## config.mk

```make
export PLATFORM = sky130hd
export DESIGN_NAME = texel_format_unpack_top
export DESIGN_NICKNAME = d
export VERILOG_FILES = /design/src/hdl/tfu_pkg.sv /design/src/hdl/tfu_convert.sv /design/src/hdl/tfu_pixel_map.sv /design/src/hdl/texel_format_unpack_top.sv
export VERILOG_INCLUDE_DIRS = /design/src /design/src/hdl
export SDC_FILE = /design/constraint.sdc
export NUM_CORES = 1
export LEC_CHECK = 0
export BUFFER_PORTS_ARGS = -buffer_cell sky130_fd_sc_hd__buf_2
export CORE_MARGIN = 3
export CORE_UTILIZATION = 26
export DETAILED_ROUTE_END_ITERATION = 8
export PLACE_DENSITY = 0.38
export SETUP_SLACK_MARGIN = 0.2
export SYNTH_ARGS = -nofsm -noshare
export SYNTH_HDL_FRONTEND = slang
export SYNTH_SLANG_ARGS = --single-unit
```

## constraint.sdc

```tcl
create_clock -name clk_i -period 18.5 [get_ports clk_i]
set_input_delay 3.7 -clock clk_i [delete_from_list [all_inputs] [get_ports clk_i]]
set_output_delay 3.7 -clock clk_i [all_outputs]
set_load 0.005 [all_outputs]
```

## src/hdl/assert_macros.svh

```systemverilog
// assertion macros shared by the texel unpack rtl
`ifndef ASSERT_MACROS_SVH
`define ASSERT_MACROS_SVH

`ifndef NO_ASSERTIONS

// clocked check, disabled while reset is asserted
`define TFU_ASSERT(lbl, prop) \
  lbl: assert property (@(posedge clk_i) disable iff (!rst_ni) prop) \
    else $error("tfu assertion failed");

// clocked check that also holds during reset
`define TFU_ASSERT_ALWAYS(lbl, prop) \
  lbl: assert property (@(posedge clk_i) prop) \
    else $error("tfu assertion failed");

`else

`define TFU_ASSERT(lbl, prop)
`define TFU_ASSERT_ALWAYS(lbl, prop)

`endif

`endif

```

## src/hdl/tfu_pkg.sv

```systemverilog
// shared types and constants of the texel format unpacker
package tfu_pkg;

  localparam int unsigned OutBits   = 16;
  localparam int unsigned CompBits  = 32;
  localparam int unsigned NumComps  = 4;
  localparam int unsigned UsedBits  = 3;
  localparam int unsigned CfgIdxW   = 1;
  localparam int unsigned CfgDataW  = 4;
  localparam int unsigned InDataW   = NumComps * CompBits;
  localparam int unsigned OutFieldW = 4 * OutBits + UsedBits;
  localparam int unsigned OutDataW  = ((OutFieldW + 7) / 8) * 8;

  localparam logic [OutBits-1:0] FullScale = {OutBits{1'b1}};

  // register indexes of the configuration port
  localparam logic [CfgIdxW-1:0] RegPixelFormat  = 1'b0;
  localparam logic [CfgIdxW-1:0] RegComponentType = 1'b1;

  localparam logic [UsedBits-1:0] Used1 = 3'd1;
  localparam logic [UsedBits-1:0] Used2 = 3'd2;
  localparam logic [UsedBits-1:0] Used3 = 3'd3;
  localparam logic [UsedBits-1:0] Used4 = 3'd4;

  typedef enum logic [3:0] {
    PF_RED       = 4'd0,
    PF_GREEN     = 4'd1,
    PF_BLUE      = 4'd2,
    PF_ALPHA     = 4'd3,
    PF_RGB       = 4'd4,
    PF_BGR       = 4'd5,
    PF_RGBA      = 4'd6,
    PF_BGRA      = 4'd7,
    PF_INTENSITY = 4'd8,
    PF_LUMINANCE = 4'd9,
    PF_LUM_ALPHA = 4'd10
  } pixel_format_e;

  typedef enum logic [2:0] {
    CT_U8  = 3'd0,
    CT_S8  = 3'd1,
    CT_U16 = 3'd2,
    CT_S16 = 3'd3,
    CT_U32 = 3'd4,
    CT_S32 = 3'd5,
    CT_F32 = 3'd6
  } comp_type_e;

  typedef logic [NumComps-1:0][OutBits-1:0] chan_vec_t;

  typedef struct packed {
    logic [UsedBits-1:0] used;
    logic [OutBits-1:0]  alpha;
    logic [OutBits-1:0]  blue;
    logic [OutBits-1:0]  green;
    logic [OutBits-1:0]  red;
  } pixel_t;

endpackage

```

## src/hdl/tfu_convert.sv

```systemverilog
// one raw component normalized to a 16-bit unorm value
module tfu_convert (
  input  tfu_pkg::comp_type_e          comp_type_i,
  input  logic [tfu_pkg::CompBits-1:0] raw_i,
  output logic [tfu_pkg::OutBits-1:0]  chan_o
);

  // 32-bit integer path: (v * 65535 + 2^31) / (2^32 - 1)
  logic [31:0] v32;
  logic [47:0] num48;
  logic [15:0] hi16;
  logic [32:0] fold33;
  logic        fold_carry;
  logic [15:0] int32_res;

  // float path
  logic        f_sign;
  logic [7:0]  f_exp;
  logic [22:0] f_man;
  logic [23:0] f_sig;
  logic [39:0] f_prod;
  logic [16:0] f_top;
  logic [7:0]  f_shift8;
  logic [16:0] f_shifted;
  logic [16:0] f_round;
  logic [15:0] float_res;

  logic [7:0]  s8;
  logic [15:0] s16;

  always_comb begin
    v32 = (comp_type_i == tfu_pkg::CT_S32) ? (raw_i ^ 32'h8000_0000) : raw_i;
    num48 = {v32, 16'h0000} - {16'h0000, v32} + 48'h0000_8000_0000;
    hi16 = num48[47:32];
    // x = hi*(2^32-1) + (hi + lo), and hi + lo stays below twice the divisor
    fold33 = {1'b0, num48[31:0]} + {17'h0_0000, hi16};
    fold_carry = (fold33 >= 33'h0_FFFF_FFFF);
    int32_res = hi16 + {15'h0000, fold_carry};
  end

  always_comb begin
    f_sign = raw_i[31];
    f_exp = raw_i[30:23];
    f_man = raw_i[22:0];
    f_sig = {1'b1, f_man};
    f_prod = {f_sig, 16'h0000} - {16'h0000, f_sig};
    f_top = f_prod[39:23];
    // only exponents 109..126 reach this path, so the shift is 0..17
    f_shift8 = 8'd126 - f_exp;
    f_shifted = f_top >> f_shift8[4:0];
    f_round = f_shifted + 17'd1;
    if (f_exp == 8'hFF && f_man != 23'h00_0000) begin
      float_res = '0;
    end else if (f_sign) begin
      float_res = '0;
    end else if (f_exp >= 8'd127) begin
      float_res = tfu_pkg::FullScale;
    end else if (f_exp <= 8'd108) begin
      float_res = '0;
    end else begin
      float_res = f_round[16:1];
    end
  end

  always_comb begin
    s8  = raw_i[7:0] ^ 8'h80;
    s16 = raw_i[15:0] ^ 16'h8000;
    case (comp_type_i)
      tfu_pkg::CT_S8: begin
        chan_o = {s8, s8};
      end
      tfu_pkg::CT_U16: begin
        chan_o = raw_i[15:0];
      end
      tfu_pkg::CT_S16: begin
        chan_o = s16;
      end
      tfu_pkg::CT_U32, tfu_pkg::CT_S32: begin
        chan_o = int32_res;
      end
      tfu_pkg::CT_F32: begin
        chan_o = float_res;
      end
      default: begin
        // 8 bit times 65535/255 is an exact byte replication
        chan_o = {raw_i[7:0], raw_i[7:0]};
      end
    endcase
  end

endmodule

```

## src/hdl/tfu_pixel_map.sv

```systemverilog
// maps converted components onto rgba by pixel format
module tfu_pixel_map (
  input  tfu_pkg::pixel_format_e pixel_format_i,
  input  tfu_pkg::chan_vec_t     chan_i,
  output tfu_pkg::pixel_t        pixel_o
);

  always_comb begin
    pixel_o.red   = '0;
    pixel_o.green = '0;
    pixel_o.blue  = '0;
    pixel_o.alpha = tfu_pkg::FullScale;
    pixel_o.used  = tfu_pkg::Used1;
    case (pixel_format_i)
      tfu_pkg::PF_RED: begin
        pixel_o.red = chan_i[0];
      end
      tfu_pkg::PF_GREEN: begin
        pixel_o.green = chan_i[0];
      end
      tfu_pkg::PF_BLUE: begin
        pixel_o.blue = chan_i[0];
      end
      tfu_pkg::PF_ALPHA: begin
        pixel_o.alpha = chan_i[0];
      end
      tfu_pkg::PF_RGB: begin
        pixel_o.red   = chan_i[0];
        pixel_o.green = chan_i[1];
        pixel_o.blue  = chan_i[2];
        pixel_o.used  = tfu_pkg::Used3;
      end
      tfu_pkg::PF_BGR: begin
        pixel_o.blue  = chan_i[0];
        pixel_o.green = chan_i[1];
        pixel_o.red   = chan_i[2];
        pixel_o.used  = tfu_pkg::Used3;
      end
      tfu_pkg::PF_BGRA: begin
        pixel_o.blue  = chan_i[0];
        pixel_o.green = chan_i[1];
        pixel_o.red   = chan_i[2];
        pixel_o.alpha = chan_i[3];
        pixel_o.used  = tfu_pkg::Used4;
      end
      tfu_pkg::PF_INTENSITY: begin
        pixel_o.red   = chan_i[0];
        pixel_o.green = chan_i[0];
        pixel_o.blue  = chan_i[0];
        pixel_o.alpha = chan_i[0];
      end
      tfu_pkg::PF_LUMINANCE: begin
        pixel_o.red   = chan_i[0];
        pixel_o.green = chan_i[0];
        pixel_o.blue  = chan_i[0];
      end
      tfu_pkg::PF_LUM_ALPHA: begin
        pixel_o.red   = chan_i[0];
        pixel_o.green = chan_i[0];
        pixel_o.blue  = chan_i[0];
        pixel_o.alpha = chan_i[1];
        pixel_o.used  = tfu_pkg::Used2;
      end
      default: begin
        // rgba and unused codes
        pixel_o.red   = chan_i[0];
        pixel_o.green = chan_i[1];
        pixel_o.blue  = chan_i[2];
        pixel_o.alpha = chan_i[3];
        pixel_o.used  = tfu_pkg::Used4;
      end
    endcase
  end

endmodule

```

## src/hdl/texel_format_unpack_top.sv

```systemverilog
// texel format unpacker: raw pixel components in, unorm16 rgba out
//
// usage: send one source pixel per transfer on the s_axis channel, four raw
// 32-bit components in memory order (comp0 in the lowest bits). each
// transfer on m_axis carries the rgba pixel as 16-bit unorm channels plus
// the number of components the pixel format consumed.
// the cfg channel writes pixel_format (index 0) and component_type
// (index 1); it is always ready and should only be used while no pixel is
// in flight.
// an input transfer is held in the input register and then in the result
// register, with the conversion and channel mapping between them.
// throughput: one pixel per cycle while the receiver takes results, set by
// the single conversion pass.
// when the receiver stalls, the result register holds and the input
// register still takes one more pixel, so up to two pixels are buffered.
// reset clears both pipeline stages and sets the format to rgba and the
// component type to unsigned 8 bit.
`include "assert_macros.svh"

module texel_format_unpack_top (
  input  logic                          clk_i,
  input  logic                          rst_ni,
  // cfg write channel
  input  logic                          cfg_valid_i,
  output logic                          cfg_ready_o,
  input  logic [tfu_pkg::CfgIdxW-1:0]   cfg_index_i,
  input  logic [tfu_pkg::CfgDataW-1:0]  cfg_data_i,
  // input pixel stream
  input  logic                          s_axis_tvalid_i,
  output logic                          s_axis_tready_o,
  input  logic [tfu_pkg::InDataW-1:0]   s_axis_tdata_i,  // comp0, comp1, comp2, comp3
  // output pixel stream
  output logic                          m_axis_tvalid_o,
  input  logic                          m_axis_tready_i,
  output logic [tfu_pkg::OutDataW-1:0]  m_axis_tdata_o   // red, green, blue, alpha,
                                                         // components_used, zero pad
);

  tfu_pkg::pixel_format_e pixel_format_q;
  tfu_pkg::comp_type_e    comp_type_q;

  logic                                         in_valid_q;
  logic [tfu_pkg::NumComps-1:0][tfu_pkg::CompBits-1:0] comp_q;
  logic                                         out_valid_q;
  tfu_pkg::pixel_t                              pixel_q;

  tfu_pkg::chan_vec_t chan;
  tfu_pkg::pixel_t    pixel_d;
  logic               out_free;
  logic               in_free;
  logic               in_xfer;
  logic               used_ok;
  logic               three_comp;

  assign cfg_ready_o = 1'b1;

  always_ff @(posedge clk_i or negedge rst_ni) begin
    if (!rst_ni) begin
      pixel_format_q <= tfu_pkg::PF_RGBA;
      comp_type_q    <= tfu_pkg::CT_U8;
    end else if (cfg_valid_i && cfg_ready_o) begin
      if (cfg_index_i == tfu_pkg::RegPixelFormat) begin
        pixel_format_q <= tfu_pkg::pixel_format_e'(cfg_data_i);
      end else begin
        comp_type_q <= tfu_pkg::comp_type_e'(cfg_data_i[2:0]);
      end
    end
  end

  assign out_free        = !out_valid_q || m_axis_tready_i;
  assign in_free         = !in_valid_q || out_free;
  assign s_axis_tready_o = in_free;
  assign in_xfer         = s_axis_tvalid_i && in_free;

  always_ff @(posedge clk_i or negedge rst_ni) begin
    if (!rst_ni) begin
      in_valid_q <= 1'b0;
    end else if (in_free) begin
      in_valid_q <= s_axis_tvalid_i;
    end
  end

  always_ff @(posedge clk_i) begin
    if (in_xfer) begin
      comp_q <= s_axis_tdata_i;
    end
  end

  for (genvar i = 0; i < tfu_pkg::NumComps; i++) begin : g_conv
    tfu_convert u_convert (
      .comp_type_i (comp_type_q),
      .raw_i       (comp_q[i]),
      .chan_o      (chan[i])
    );
  end

  tfu_pixel_map u_pixel_map (
    .pixel_format_i (pixel_format_q),
    .chan_i         (chan),
    .pixel_o        (pixel_d)
  );

  always_ff @(posedge clk_i or negedge rst_ni) begin
    if (!rst_ni) begin
      out_valid_q <= 1'b0;
    end else if (out_free) begin
      out_valid_q <= in_valid_q;
    end
  end

  always_ff @(posedge clk_i) begin
    if (out_free && in_valid_q) begin
      pixel_q <= pixel_d;
    end
  end

  assign m_axis_tvalid_o = out_valid_q;
  assign m_axis_tdata_o  = {{(tfu_pkg::OutDataW - tfu_pkg::OutFieldW){1'b0}}, pixel_q};

  assign used_ok    = pixel_q.used inside {[tfu_pkg::Used1:tfu_pkg::Used4]};
  assign three_comp = out_valid_q && (pixel_q.used == tfu_pkg::Used3);

  `TFU_ASSERT(a_in_load, in_xfer |=> in_valid_q)
  `TFU_ASSERT(a_out_load, (in_valid_q && out_free) |=> out_valid_q)
  `TFU_ASSERT_ALWAYS(a_used_range, out_valid_q |-> used_ok)
  `TFU_ASSERT(a_rgb_opaque, three_comp |-> (pixel_q.alpha == tfu_pkg::FullScale))

endmodule

```

After elaboration in Yosys (flattened, before gate mapping)
Index checks and enable logic that the tools add are counted.
W data, S select, Z words.
- bits in registers: 204
- bits of input ports: 138
- output and inout bits: 75
- add/sub/neg operators: 28
- $lt $le $gt $ge: 12
- equal/unequal tests: 19
- shift-type cells: 4
- muxes and demuxes: 29
- bitwise operators: 13
- reductions and logical operators: 28
- operators by type and width (operator ; count):
    $pmux W16 S5 ; 4
    $mux W16 ; 16
    $add A48 B32 Y48 const B ; 4
    $sub A48 B32 Y48 ; 4
    $sub A40 B24 Y40 ; 4
    $add A32 B16 Y33 ; 4
    $ge A33 B32 Y1 const B ; 4
    $mux W32 ; 4
    $pmux W16 S2 ; 3
    $reduce_bool A23 Y1 ; 4
    $add A17 B1 Y17 const B ; 4
    $shr A17 B5 Y17 ; 4
    $add A16 B1 Y16 ; 4
    $pmux W16 S3 ; 1
    $eq A8 B8 Y1 const B ; 4
    $ge A8 B7 Y1 const B ; 4
    $le A8 B7 Y1 const B ; 4
    $sub A5 B5 Y5 const A ; 4
    $reduce_or A6 Y1 ; 3
    $not A1 Y1 ; 13
    $eq A4 B3 Y1 const B ; 3
    $eq A4 B4 Y1 const B ; 3
    $eq A3 B3 Y1 const B ; 3
    $pmux W3 S3 ; 1
    other kinds (12) ; 27

Longest topological paths before layout
- depth after elaboration: 9
- gate-level depth with buffers: 40

Hierarchy
Synthesis repeated with hierarchy kept, for this count alone.
- cells, all modules: 4422
- area total of the unflattened synthesis: 35282.6 um2
- modules (own cells, without submodules) (module ; times used ; cells each ; area an instance (um2)):
    tfu_convert (g_conv[0].u_convert ...) ; 2 ; 1016 ; 6920.4
    tfu_convert (g_conv[3].u_convert) ; 1 ; 995 ; 6914.1
    tfu_convert (g_conv[1].u_convert) ; 1 ; 956 ; 6636.4
    texel_format_unpack_top ; 1 ; 227 ; 6284.8
    tfu_pixel_map ; 1 ; 212 ; 1606.5

Worst setup path before layout
No wires, ideal clock.
- path kind: reg2reg
- start: reg comp_q[81] in the netlist's numbering
- end: reg pixel_q, in the netlist m_axis_tdata_o[14], data pin
- setup time: 0.274 ns
- data arrival time: 7.856 ns
- required time: 18.226 ns
- slack: 10.370 ns
- stages on the path, launching flop included: 35
- clock period less this slack: 8.130 ns
- path through: edfxtp_1 clkbuf_1 inv_1 ha_1 fa_1 clkbuf_1 nand2_1 nor4_1 a2111oi_0 o21ai_1 a211o_1 a2111oi_0 o21ai_0 a31o_2 a21oi_1 xnor2_1 ha_1 xor2_1 nor4_1 nand4_1 or4_1 nor4_1 nor4b_1 and4_1 o2111ai_1 a2111oi_0 ha_1 ha_1 and2_1 clkbuf_1 and4b_1 nand3_1 xnor2_1 a2111oi_2 o22ai_1
- RTL lines (what ; RTL line ; RTL):
    from (decl) ; texel_format_unpack_top.sv:43 ; logic [tfu_pkg::NumComps-1:0][tfu_pkg::CompBits-1:0] comp_q;
    from (signal assigned) ; texel_format_unpack_top.sv:85 ; comp_q <= s_axis_tdata_i;
    to (signal assigned) ; texel_format_unpack_top.sv:113 ; pixel_q <= pixel_d;
    to (decl) ; texel_format_unpack_top.sv:45 ; tfu_pkg::pixel_t pixel_q;

==> out/qor.txt <==
IO Count -> 213
EDFF count, synth -> 195
die area -> 0.132 mm²
fin nets -> 4805
Post-Syn Instances -> 4155
Post-synth ARST share -> 0.0441
total CTS buffers -> 31
Starting Density -> 0.263
worst min path class -> reg2reg
DR iter-0 viols -> 3570
hold path endpoint -> m_axis_tvalid_o
CP dominant cell by count -> ha_1
largest net degree at the start of global routing -> 68
unique cell type count in the Yosys netlist -> 120
min Tclk post-route -> 10.81 ns
met3 wire len -> 9520 µm
All-Layer GR Usage -> 0.230
wl on met1 -> 76800 µm
hold_sp -> in_valid_q
Placed Cells -> 5916
crit path kind -> reg2reg
gpl congestion -> 0.916
H-tree Lvls -> 1
f_max -> 92.5 MHz
FF-to-FF path depth -> 34
most frequent cells in the layout -> ha_1 (340), nor2_1 (320), nand2_1 (305)
relative slew slack -> 0.198
met2 WL -> 68100 µm
P per Cell Area -> 78.7 mW/mm²
clk buf depth -> 3
Mapped Area -> 0.0332 mm²
first-pass GRT wire length -> 229000 µm
DRC Markers -> 0
area grow syn2layout -> 12.1%
Arrival @ worst endpoint -> 11.15 ns
Die Height -> 363 µm
leading cell type in the layout, fill and taps excluded -> ha_1
Via density -> 5.79
setup_tns -> 0 ns
# Post-CTS Setup Buffers -> 0
final-report hold violation count -> 0
max_cap viols -> 0
CTS resizes -> 0
Post-CTS Hold Buffers -> 0
# setup viols final -> 0
Post-DP HPWL -> 127000 µm
fin cells -> 5974
Antenna Violating Nets Remaining -> 0
vias in the first global route -> 32900
share of cells above drive strength 1 -> 0.108
crit path max fanout -> 31
core box area -> 0.126 mm²
First-pass DRT Iterations -> 6
FF-to-FF Start -> comp_type_q[1]
Worst Tran Pin Value -> 1.20 ns
Max VDD drop -> 0.0962 mV
grt ovf -> 0
syn avg cell area -> 7.99 µm²
count of final max-slew check failures -> 0
CP Launch Type -> flip-flop
Yosys reg bits -> 204
reg2reg end -> m_axis_tdata_o[41]
top_reg_cell synth -> edfxtp_1
Placement Rows -> 130
clock skew -> 0.0152 ns
RSZ-0062 raised after global routing -> false
Crit. End Element -> flip-flop
LEAKAGE -> 0.0142 µW
chip width -> 363 µm
Top Metal Used -> met4
period utilisation layout -> 0.585
CTS tree -> yes
reg2reg setup slack -> 7.69 ns
initial antenna violation count -> 5
Via Count -> 34600
Syn. warnings -> 0
wirelength, routed -> 158000 µm
CP peak stage delay -> 0.86 ns
Sink Count -> 204
CTS Root Cell -> clkbuf_16
CP required -> 18.83 ns
register area share after synthesis -> 0.183
PortBufs -> 206
Crit-path slowest cell -> a2111oi_0
Clock transition at path regs -> 0.06 ns
Hold Path Depth -> 1
Skew-Pair Late Insertion Delay -> 0.64 ns
outcome -> complete, no violations
per-cell routed wire length -> 26.5 µm
-- flip-flops by register name, indices dropped and copies added, names as in the netlist --
signal and count:
comp_q 128, comp_type_q 3, in_valid_q 1, m_axis_tdata_o 67, m_axis_tvalid_o 1, pixel_format_q 4
-- power breakdown --
part           switching (µW)  leakage [µW]  internal, µW
Clock                     245      0.000493           375
Sequential               87.4       0.00198           579
Combinational            1060        0.0117           580
-- worst max path at each step --
stage | from | cells after the start | endpoint
global route | comp_type_q[1] | 34 | m_axis_tdata_o[41]
finish | comp_type_q[1] | 34 | m_axis_tdata_o[41]
global placement | comp_type_q[1] | 32 | m_axis_tdata_o[11]
floorplan | comp_q[81] | 34 | m_axis_tdata_o[14]
CTS | comp_type_q[1] | 34 | m_axis_tdata_o[11]
detailed placement | comp_type_q[1] | 34 | m_axis_tdata_o[11]
-- per-layer routing --
| metal | up-vias | GRT usage |
|---|---|---|
| li1 | 16200 | - |
| met1 | 16900 | 0.340 |
| met2 | 1318 | 0.356 |
| met3 | 167 | 0.0272 |
| met4 | 0 | 0.0466 |
| met5 | - | 0 |
-- cells by family after synthesis --
logic type,count (synthesis),synth area share
adder cells (fa/ha/maj),368,0.145
flip-flops,204,0.183
AND/OR/NAND/NOR,1472,0.231
other,2,0.000226
AO/OA/AOI/OAI,1278,0.273
XOR/XNOR,360,0.0955
buffers and inverters,398,0.0469
multiplexers,73,0.0247
-- worst max-delay path: cells and delay by family (launching register included) --
kind / cells / cell delay, ns
compound gates: 12 / 3.77
simple gates: 13 / 3.27
xor+xnor: 4 / 1.43
fa+ha+maj: 4 / 1.27
flops: 1 / 0.69
buf+inv: 1 / 0.04
-- final cells by class --
cell class / count / area [µm²]
diodes: 2 / 5.00
clock buffers: 42 / 817
clock inverters: 14 / 203
fillers: 13700 / 89000
inverters: 224 / 841
multi-input cells: 3557 / 25600
flip-flops and latches: 204 / 6080
well taps: 1650 / 2060
repair buffers: 281 / 1590
-- Yosys cell counts, types with 61 or more instances --
cell | count | area share
nand4_1 | 68 | 0.013
ha_1 | 340 | 0.13
a21oi_1 | 255 | 0.038
nand2_1 | 305 | 0.035
a21o_1 | 79 | 0.018
inv_1 | 215 | 0.024
edfxtp_1 | 195 | 0.18
nand3_1 | 142 | 0.021
nor3_1 | 135 | 0.020
clkbuf_1 | 128 | 0.014
nand2b_1 | 61 | 0.012
xnor2_1 | 257 | 0.068
nor4_1 | 63 | 0.012
nor2_1 | 322 | 0.036
o21ai_0 | 199 | 0.030
xor2_1 | 102 | 0.027
-- stage by stage --
| step | area (µm²) | worst slack (ns) | total power, µW | util | hold slack [ns] |
|---|---|---|---|---|---|
| after global routing | 37200 | 7.10 | 3100 | 0.295 | 0.514 |
| after detailed placement | 36200 | 7.71 | 2270 | 0.287 | 0.478 |
| after global placement | 36200 | 7.93 | 2300 | 0.287 | 0.472 |
| after floorplan | 33200 | 10.37 | 1700 | - | 0.449 |
| final | 37200 | 7.69 | 2930 | 0.295 | 0.491 |
| after CTS | 37200 | 7.67 | 2930 | 0.295 | 0.492 |
No activity file was read; power rests on OpenSTA's default activity.
